**src/mesh_frame_deframer_unit_assert.svh**
```systemverilog
// Assertion macros shared by the deframer RTL.
`ifndef MESH_FRAME_DEFRAMER_UNIT_ASSERT_SVH
`define MESH_FRAME_DEFRAMER_UNIT_ASSERT_SVH

// Same-cycle implication, sampled on clk, off while arst_n is low.
`define MFD_ASSERT_IMP(lbl, ante, cons) \
	lbl: assert property (@(posedge clk) disable iff (!arst_n) (ante) |-> (cons)) \
		else $error("deframer check failed");

// Next-cycle implication, sampled on clk, off while arst_n is low.
`define MFD_ASSERT_NXT(lbl, ante, cons) \
	lbl: assert property (@(posedge clk) disable iff (!arst_n) (ante) |=> (cons)) \
		else $error("deframer check failed");

`endif

```
**src/mfd_pkg.sv**
```systemverilog
// Shared types and constants of the mesh frame deframer.
package mfd_pkg;

	// Configuration port geometry: four 32-bit registers at 4-byte spacing
	localparam int unsigned CfgAddrW = 4;
	localparam int unsigned CfgDataW = 32;

	typedef logic [1:0] reg_idx_t;
	localparam reg_idx_t REG_HEADER_FIRST  = 2'd0;
	localparam reg_idx_t REG_HEADER_SECOND = 2'd1;
	localparam reg_idx_t REG_MAX_FRAME_LEN = 2'd2;
	localparam reg_idx_t REG_CONN_TYPE     = 2'd3;

	// Reset values of the registers
	localparam logic [7:0] HEADER_FIRST_RST  = 8'hF1;
	localparam logic [7:0] HEADER_SECOND_RST = 8'hDD;
	localparam logic [6:0] MAX_FRAME_LEN_RST = 7'd127;
	localparam logic [7:0] CONN_TYPE_RST     = 8'h01;

	// Frame constants
	localparam logic [7:0] MIN_FRAME_LEN  = 8'd5;
	localparam logic [7:0] ADDR_BYTES     = 8'd4;
	localparam logic [7:0] SENDER_MARK    = 8'd2;

	// Live register values seen by the datapath
	typedef struct packed {
		logic [7:0] header_first;
		logic [7:0] header_second;
		logic [6:0] max_frame_length;
		logic [7:0] conn_type_code;
	} cfg_t;

	// Frame phase, one-hot
	typedef enum logic [7:0] {
		PH_HUNT1   = 8'b0000_0001,
		PH_HUNT2   = 8'b0000_0010,
		PH_LENGTH  = 8'b0000_0100,
		PH_SEND0   = 8'b0000_1000,
		PH_SEND1   = 8'b0001_0000,
		PH_DEST0   = 8'b0010_0000,
		PH_DEST1   = 8'b0100_0000,
		PH_PAYLOAD = 8'b1000_0000
	} phase_t;

endpackage

```
**src/mfd_cfg_regs.sv**
```systemverilog
// APB-style configuration register file of the deframer.
module mfd_cfg_regs
	import mfd_pkg::*;
(
	input  logic                clk,
	input  logic                arst_n,
	input  logic                psel,
	input  logic                penable,
	input  logic                pwrite,
	input  logic [CfgAddrW-1:0] paddr,
	input  logic [CfgDataW-1:0] pwdata,
	output logic [CfgDataW-1:0] prdata,
	output cfg_t                cfg
);

	cfg_t     cfg_q;
	reg_idx_t idx;
	logic     wr_en;

	assign idx   = paddr[CfgAddrW-1:2];
	assign wr_en = psel & penable & pwrite;
	assign cfg   = cfg_q;

	// Register writes on the access beat
	always_ff @(posedge clk or negedge arst_n) begin
		if (!arst_n) begin
			cfg_q.header_first     <= HEADER_FIRST_RST;
			cfg_q.header_second    <= HEADER_SECOND_RST;
			cfg_q.max_frame_length <= MAX_FRAME_LEN_RST;
			cfg_q.conn_type_code   <= CONN_TYPE_RST;
		end else if (wr_en) begin
			case (idx)
				REG_HEADER_FIRST:  cfg_q.header_first     <= pwdata[7:0];
				REG_HEADER_SECOND: cfg_q.header_second    <= pwdata[7:0];
				REG_MAX_FRAME_LEN: cfg_q.max_frame_length <= pwdata[6:0];
				REG_CONN_TYPE:     cfg_q.conn_type_code   <= pwdata[7:0];
				default: ;
			endcase
		end
	end

	// Read mux
	always_comb begin
		case (idx)
			REG_HEADER_FIRST:  prdata = {24'd0, cfg_q.header_first};
			REG_HEADER_SECOND: prdata = {24'd0, cfg_q.header_second};
			REG_MAX_FRAME_LEN: prdata = {25'd0, cfg_q.max_frame_length};
			REG_CONN_TYPE:     prdata = {24'd0, cfg_q.conn_type_code};
			default:           prdata = '0;
		endcase
	end

endmodule

```
**src/mesh_frame_deframer_unit.sv**
```systemverilog
// Top level of the header-hunting, length-prefixed mesh frame deframer.
//
//  channel | signals                                   | direction | beat
//  --------+-------------------------------------------+-----------+--------------------
//  in      | in_valid, in_ready, in_byte               | sink      | one received byte
//  out     | out_valid, out_ready, out_byte, out_last  | source    | one reframed byte
//  cfg     | psel, penable, pwrite, paddr, pwdata,     | slave     | one register access
//          | prdata, pready                            |           |
//
// One input beat per cycle while in_ready is high; a result, when the byte makes
// one, is registered in the output register in the cycle after the input beat.
// The single output register sets the pace: in_ready is high while it is
// empty or being drained, so a stalled out channel stops input once it holds a beat.
// Reset (arst_n low) clears the phase to hunting and restores register defaults.
module mesh_frame_deframer_unit
	import mfd_pkg::*;
(
	input  logic                clk,
	input  logic                arst_n,
	input  logic                in_valid,
	output logic                in_ready,
	input  logic [7:0]          in_byte,
	output logic                out_valid,
	input  logic                out_ready,
	output logic [7:0]          out_byte,
	output logic                out_last,
	input  logic                psel,
	input  logic                penable,
	input  logic                pwrite,
	input  logic [CfgAddrW-1:0] paddr,
	input  logic [CfgDataW-1:0] pwdata,
	output logic [CfgDataW-1:0] prdata,
	output logic                pready
);

`include "mesh_frame_deframer_unit_assert.svh"

	cfg_t       cfg;
	phase_t     phase_q, phase_d;
	logic [6:0] left_q, left_d;
	logic [6:0] plen_q, plen_d;
	logic [15:0] sender_q, sender_d;
	logic       out_valid_q;
	logic [7:0] out_byte_q;
	logic       out_last_q;
	logic       in_fire;
	logic       emit;
	logic [7:0] ob;
	logic       lst;
	phase_t     hunt_ph;
	logic       len_bad;

	mfd_cfg_regs u_regs (
		.clk     (clk),
		.arst_n  (arst_n),
		.psel    (psel),
		.penable (penable),
		.pwrite  (pwrite),
		.paddr   (paddr),
		.pwdata  (pwdata),
		.prdata  (prdata),
		.cfg     (cfg)
	);

	assign pready    = 1'b1;
	assign in_ready  = !out_valid_q || out_ready;
	assign in_fire   = in_valid && in_ready;
	assign out_valid = out_valid_q;
	assign out_byte  = out_byte_q;
	assign out_last  = out_last_q;

	// Restart of the hunt: this byte may itself be a first header byte
	assign hunt_ph = (in_byte == cfg.header_first) ? PH_HUNT2 : PH_HUNT1;
	assign len_bad = (in_byte < MIN_FRAME_LEN) || (in_byte > {1'b0, cfg.max_frame_length});

	// Phase logic and result byte selection
	always_comb begin
		phase_d  = phase_q;
		left_d   = left_q;
		plen_d   = plen_q;
		sender_d = sender_q;
		emit     = 1'b0;
		ob       = '0;
		lst      = 1'b0;
		case (phase_q)
			PH_HUNT1: begin
				phase_d = hunt_ph;
			end
			PH_HUNT2: begin
				phase_d = (in_byte == cfg.header_second) ? PH_LENGTH : hunt_ph;
			end
			PH_LENGTH: begin
				if (len_bad) begin
					phase_d = hunt_ph;
				end else begin
					plen_d  = 7'(in_byte - ADDR_BYTES);
					left_d  = 7'(in_byte - ADDR_BYTES);
					emit    = 1'b1;
					ob      = cfg.conn_type_code;
					phase_d = PH_SEND0;
				end
			end
			PH_SEND0: begin
				sender_d[15:8] = in_byte;
				emit    = 1'b1;
				ob      = SENDER_MARK;
				phase_d = PH_SEND1;
			end
			PH_SEND1: begin
				sender_d[7:0] = in_byte;
				emit    = 1'b1;
				ob      = {1'b0, plen_q};
				phase_d = PH_DEST0;
			end
			PH_DEST0: begin
				emit    = 1'b1;
				ob      = sender_q[15:8];
				phase_d = PH_DEST1;
			end
			PH_DEST1: begin
				emit    = 1'b1;
				ob      = sender_q[7:0];
				phase_d = PH_PAYLOAD;
			end
			PH_PAYLOAD: begin
				emit = 1'b1;
				ob   = in_byte;
				if (left_q <= 7'd1) begin
					left_d  = '0;
					lst     = 1'b1;
					phase_d = PH_HUNT1;
				end else begin
					left_d = left_q - 7'd1;
				end
			end
			default: begin
				phase_d = PH_HUNT1;
			end
		endcase
	end

	// Frame state, advanced on each input beat
	always_ff @(posedge clk or negedge arst_n) begin
		if (!arst_n) begin
			phase_q  <= PH_HUNT1;
			left_q   <= '0;
			plen_q   <= '0;
			sender_q <= '0;
		end else if (in_fire) begin
			phase_q  <= phase_d;
			left_q   <= left_d;
			plen_q   <= plen_d;
			sender_q <= sender_d;
		end
	end

	// Output register valid
	always_ff @(posedge clk or negedge arst_n) begin
		if (!arst_n) begin
			out_valid_q <= 1'b0;
		end else if (in_fire && emit) begin
			out_valid_q <= 1'b1;
		end else if (out_ready) begin
			out_valid_q <= 1'b0;
		end
	end

	// Output register payload
	always_ff @(posedge clk) begin
		if (in_fire && emit) begin
			out_byte_q <= ob;
			out_last_q <= lst;
		end
	end

	`MFD_ASSERT_NXT(a_payload_echo, in_fire && (phase_q == PH_PAYLOAD),
		out_valid_q && (out_byte_q == $past(in_byte)))
	`MFD_ASSERT_IMP(a_payload_left_nonzero, phase_q == PH_PAYLOAD, left_q != 7'd0)
	`MFD_ASSERT_NXT(a_last_rehunts, in_fire && emit && lst, phase_q == PH_HUNT1)
	`MFD_ASSERT_NXT(a_hunt_silent, in_fire && (phase_q == PH_HUNT1) && !out_valid_q,
		!out_valid_q)
	`MFD_ASSERT_IMP(a_ready_when_empty, !out_valid_q, in_ready)

endmodule

```
**config.mk**
```make
export PLATFORM = sky130hd
export DESIGN_NAME = mesh_frame_deframer_unit
export DESIGN_NICKNAME = d
export VERILOG_FILES = /design/src/mfd_pkg.sv /design/src/mfd_cfg_regs.sv /design/src/mesh_frame_deframer_unit.sv
export VERILOG_INCLUDE_DIRS = /design/src /design/src/src
export SDC_FILE = /design/constraint.sdc
export NUM_CORES = 1
export LEC_CHECK = 0
export BUFFER_PORTS_ARGS = -buffer_cell sky130_fd_sc_hd__clkbuf_2
export CAP_MARGIN = 20
export CORE_AREA = 3 3 99 101
export CTS_CLUSTER_DIAMETER = 150
export DETAILED_ROUTE_END_ITERATION = 7
export DIE_AREA = 0 0 102 104
export GPL_TIMING_DRIVEN = 0
export HOLD_SLACK_MARGIN = 0.02
export PLACE_DENSITY = 0.76
export SKIP_CTS_REPAIR_TIMING = 1
export SLEW_MARGIN = 5
export SYNTH_ARGS = -nofsm -noshare
export SYNTH_HDL_FRONTEND = slang
export SYNTH_SLANG_ARGS = --single-unit
```
**constraint.sdc**
```tcl
create_clock -name clk -period 2.9 [get_ports clk]
set_clock_uncertainty 0.1 [all_clocks]
set_input_delay 0.87 -clock clk [delete_from_list [all_inputs] [get_ports clk]]
set_output_delay 0.87 -clock clk [all_outputs]
set_load 0.02 [all_outputs]
```
---- After elaboration in Yosys (flattened, before gate mapping) ----
Index checks and enable logic that the tools add are counted.
word-level totals
  bits in registers ....................... 79
  word-level logic and storage cells ...... 69
  input bits .............................. 51
  output and inout bits ................... 44
operators by class
  bitwise gates (word level) .............. 3
  $lt $le $gt $ge ......................... 3
  muxes and demuxes ....................... 16
  reductions and logical operators ........ 18
  add/subtract/negate cells ............... 2
  equality and inequality tests ........... 15
operators by type and width
  operator               number
  $pmux W32 S4           1
  $pmux W8 S8            1
  $pmux W8 S6            1
  $eq A8 B8 Y1           2
  $mux W8                2
  $mux W7                2
  $pmux W7 S2            1
  $reduce_and A2 Y1      7
  $eq A8 B1 Y1 const B   1
  $eq A8 B2 Y1 const B   1
  $eq A8 B3 Y1 const B   1
  $eq A8 B4 Y1 const B   1
  $eq A8 B5 Y1 const B   1
  $eq A8 B6 Y1 const B   1
  $eq A8 B7 Y1 const B   1
  $eq A8 B8 Y1 const B   1
  $gt A8 B7 Y1           1
  $lt A8 B3 Y1 const B   1
  $le A7 B1 Y1 const B   1
  $sub A7 B1 Y7 const B  1
  $sub A7 B3 Y7 const B  1
  $reduce_and A3 Y1      2
  $reduce_or A5 Y1       1
  $eq A2 B2 Y1 const B   2
  14 further kinds       22

---- Longest topological paths before layout ----
  word-level depth ........................ 6
  mapped depth ............................ 11
  depth with buffers taken out ............ 8

---- By module ----
Synthesis repeated with hierarchy kept, for this count alone.
unflattened totals
  cells, all modules ...................... 396
  area total of the unflattened synthesis .. 4575.6 um^2
modules (own cells, without submodules)
  module                    times used  seq. area each (um^2)  area each (um^2)  cells an instance
  mesh_frame_deframer_unit  1           1247.4                 2979.1            291
  mfd_cfg_regs              1           799.5                  1596.5            105

---- Worst setup path before layout ----
No wires, ideal clock.
  path type ............................... input -> register
  start point ............................. in in_byte[0]
  end point ............................... reg out_byte_q[0] (netlist: out_byte[0]), enable pin
  buffers on the path ..................... 3
  data required time ...................... 2.426 ns
  setup time .............................. 0.374 ns
  stages .................................. 11
  arrival time ............................ 2.889 ns
  slack ................................... -0.463 ns
  path through ............................ clkbuf_1 > inv_1 > ha_1 > nand4_1 > a2bb2oi_1 > a31oi_1 > and3_1 > clkbuf_1 > buf_2 > nor3_1 > nor2_1
between the ends
  word-level cells in the longest chain between the ends .. 5
  elaborated cells between the ends (all ways) .. 6
  those cells by class .................... 2 x order compare; 2 x mux; 2 x reduce/logical
RTL lines
  element                                              RTL line                         RTL
  start: declaration                                   mesh_frame_deframer_unit.sv:22   input logic [7:0] in_byte,
  $lt A8 B3 Y1 / $gt A8 B7 Y1 (equally long branches)  mesh_frame_deframer_unit.sv:74   assign len_bad = (in_byte < MIN_FRAME_LEN) || (in_byte > {1'b0, cfg.max_frame_length});
  $logic_or A1 B1 Y1 *                                 mesh_frame_deframer_unit.sv:74
  $mux W1 *                                            mesh_frame_deframer_unit.sv:93   if (len_bad) begin
  $pmux W1 S2 *                                        mesh_frame_deframer_unit.sv:85   case (phase_q)
  $logic_and A1 B1 Y1 *                                mesh_frame_deframer_unit.sv:170  if (in_fire && emit) begin
  end signal: assignment                               mesh_frame_deframer_unit.sv:171  out_byte_q <= ob;
  end: declaration                                     mesh_frame_deframer_unit.sv:44   logic [7:0] out_byte_q;
Every way passes the cells marked *; elsewhere a longest branch is shown, timed or not.
A chain may end at the register's enable or synchronous reset.

---- Worst setup path in the final report ----
  start point ............................. in paddr[3]
  end point ............................... out prdata[0]
between the ends
  word-level cells in the longest chain between the ends .. 2
  elaborated cells between the ends (all ways) .. 5
  those cells by class .................... 3 x eq/ne; 1 x mux; 1 x reduce/logical
RTL lines
  element                                     RTL line                        RTL
  start: declaration                          mesh_frame_deframer_unit.sv:30  input logic [CfgAddrW-1:0] paddr,
  $eq A2 B2 Y1, or another cell as far along  mfd_cfg_regs.sv:44              case (idx)
  $pmux W32 S4 *                              mfd_cfg_regs.sv:44
  end: declaration                            mesh_frame_deframer_unit.sv:32  output logic [CfgDataW-1:0] prdata,
Every way passes the cells marked *; elsewhere a longest branch is shown, timed or not. The select of a mux whose other input is x is not followed.

==> metrics <==
area share of the largest cell type after synthesis 27.9%; combined global-route utilization of all metal layers 20.4%; worst reg2reg path endpoint out_last$_SDFFCE_PP0P_; share of the clock period used by the worst path after layout between 90% and 100%; sum of net half-perimeters after detailed placement 7680 um; Worst Setup Slack, final 0.0522 ns; standard-cell row count 35; buffers and inverters on the worst path 2; Sink Count 79; Yosys top cell by area sky130_fd_sc_hd__dfrtp_1; Clock Tree Root sky130_fd_sc_hd__clkbuf_8; worst-case headroom to the max-slew limit 42.1%; clock tree from TritonCTS yes; pwr/cell area 572 nW/um^2; vias per std cell about 5.6; vias in the first global route 3,385; Critical Path End Type output pin; cell with the largest stage delay on the worst path sky130_fd_sc_hd__mux4_2; antenna violations before repair 0; worst endpoint required time 1.93 ns; Worst Hold Slack 0.279 ns; Highest Clock Rate 0.351 GHz; outcome finished, final reports clean; die span in x roughly 100 um; total iterations of the first detailed-routing run 6; critical path's most frequent cell sky130_fd_sc_hd__clkbuf_2; flop2flop setup slack 0.11 ns; Crit path arrival time between 1.5 and 2 ns; static leakage roughly 2.4 nW; final number of setup-violating endpoints 0; maximum root-to-sink buffer count 2; final-report hold violation count 0; max capacitance violation total 0; most frequent cells after synthesis 50 x sky130_fd_sc_hd__dfrtp_1, 50 x sky130_fd_sc_hd__mux2_2, 32 x sky130_fd_sc_hd__nand2_1; IO Count 95; die height 104 um; path depth of the worst reg2reg path 11; Syn Area/Cell ~11 sq um; first-pass GRT wire length 17,000 um; GR Overflow Total 0; average wire per cell in the routed design 17.7 um; Reg2Reg Launch Point u_regs.cfg[14]$_DFFE_PN1P_; post-route cell area 5240 sq um; launching element type of the critical path input port; number of enable flip-flop cells after synthesis 9; kind of cell with the highest combined delay on the critical path multiplexers; number of DRC violations after detailed routing 0; Critical Path Max Stage Delay 0.55 ns; Routability Congestion around 0.85; leading cell types by total area after synthesis sky130_fd_sc_hd__dfrtp_1 28%, sky130_fd_sc_hd__mux2_2 13%, sky130_fd_sc_hd__dfstp_2 12%; worst ir drop on vdd roughly 0.32 mV; total CTS buffers 9; count of routing violations after the opening detailed-route iteration 291; type of the worst setup path in -> out; most used flip-flop cell after synthesis sky130_fd_sc_hd__dfrtp_1; count of pins over their slew limit 0; cell area reported after detailed placement 4970 sq um; number of filler instances in the final layout 801; class of the worst hold path in -> async; Port Buffers 41; mapped cell area 4480 sq um; die area 10,600 sq um; effective utilization at floorplan 49.2%; warnings from Yosys 0; final antenna-violating net count 0; total vias in the final route around 3,300; Ant. Diodes 0; shortest clock period the worst path allows after layout about 2.8 ns; highest fanout seen on the critical path 12; worst slew pin tran between 0.8 and 0.9 ns; sequential cell area fraction in the yosys report 45.7%; flip-flop and latch count after synthesis between 70 and 80; core outline area 9110 sq um; critical-path cell list clkbuf_2 > mux4_2 > clkbuf_2; number of distinct standard cells referenced by the synthesized netlist 59; Max H-tree Level 3; wire length reported by the detailed router slightly above 10,000 um; layout cells sized above 1 40.0%; Synth-to-Final Area Change 16.8%; path length in cells of the critical path 3; clock-pin slew reported for the worst setup and hold paths after clock tree synthesis 0.09 ns; Async S/R FF share, synth about nine tenths; net count reported at finish 534; pin count of the biggest net entering global routing 61; clock latency of the later-clocked register in the worst-skew pair 0.35 ns; Worst Setup Slack post-DPL -0.410 ns; number of instances in the synthesized netlist 396
==> worst max path at each step <==
stage / slack, ns / start / endpoint
4_1_cts: -0.31 / paddr[3] / prdata[0]
3_5_place_dp: -0.41 / in_byte[6] / out_byte[3]$_DFFE_PP_
2_1_floorplan: 0.06 / in_byte[0] / out_byte[0]$_DFFE_PP_
3_3_place_gp: -0.37 / in_byte[6] / out_byte[0]$_DFFE_PP_
5_1_grt: -0.08 / in_byte[6] / out_byte[3]$_DFFE_PP_
6_report: 0.05 / paddr[3] / prdata[0]
==> registers in the layout, indices dropped and copies added, names as in the netlist <==
name and cells:
out_byte 8, left_q 7, out_last 1, plen_q 7, phase_q 8, sender_q 16
out_valid 1, u_regs.cfg 31
==> report_power, final <==
group	total (W)	leakage, nW	switching [W]	internal (W)
clock	0.000936	0.121	0.000430	0.000506
sequential	0.00141	0.958	0.000108	0.00130
combinational	0.000652	1.29	0.000334	0.000318
==> logic make-up after synthesis <==
| family | synth area share (%) |
|---|---|
| muxes | 17.4 |
| AOI/OAI and AO/OA | 8.77 |
| and+or+nand+nor | 12.5 |
| DFF | 45.7 |
| other | 0.168 |
| adders and majority gates | 3.07 |
| buffers and inverters | 8.07 |
| xor gates and xnor gates | 4.30 |
==> cell type report <==
class / instances / area, sq um / share of cell area, %
plain buffers: 50 / 328 / 6.26
clock buffers: 11 / 174 / 3.32
clock inverters: 5 / 58.8 / 1.12
inverters: 15 / 56.3 / 1.08
multi-input cells: 274 / 2180 / 41.6
flip-flops and latches: 79 / 2050 / 39.1
well taps: 111 / 139 / 2.65
repair buffers: 43 / 255 / 4.87
==> metrics by stage <==
step	total power (W)	TNS, ns	util [%]	cells
6_report	0.00300	0	57.5	588
5_1_grt	0.00314	-0.682	57.5	588
3_5_place_dp	0.00208	-5.57	54.6	572
2_1_floorplan	0.00188	0	-	419
4_1_cts	0.00301	-1.34	57.2	588
3_3_place_gp	0.00204	-4.78	54.3	571
==> cells in the final DEF, fill, tap and decap left out, types with 11 or more instances in the layout <==
cell type	instances
sky130_fd_sc_hd__mux2_2	50
sky130_fd_sc_hd__inv_1	14
sky130_fd_sc_hd__nor2_1	13
sky130_fd_sc_hd__buf_4	26
sky130_fd_sc_hd__nand2_1	32
sky130_fd_sc_hd__conb_1	25
sky130_fd_sc_hd__o21ai_0	15
sky130_fd_sc_hd__ha_1	11
sky130_fd_sc_hd__dfrtp_1	50
sky130_fd_sc_hd__dfstp_2	20
sky130_fd_sc_hd__xnor2_1	11
sky130_fd_sc_hd__clkbuf_1	11
sky130_fd_sc_hd__xor2_1	11
sky130_fd_sc_hd__clkbuf_2	43
==> per-layer routing <==
metal,track usage [%],part of all wire [%],routed length (um)
met5,0,0,0
met4,5.72,1.4,141
met3,4.90,6.1,638
met2,33.8,51,5350
met1,26.6,41,4270
Note: power is estimated with default switching activity, not from simulation.
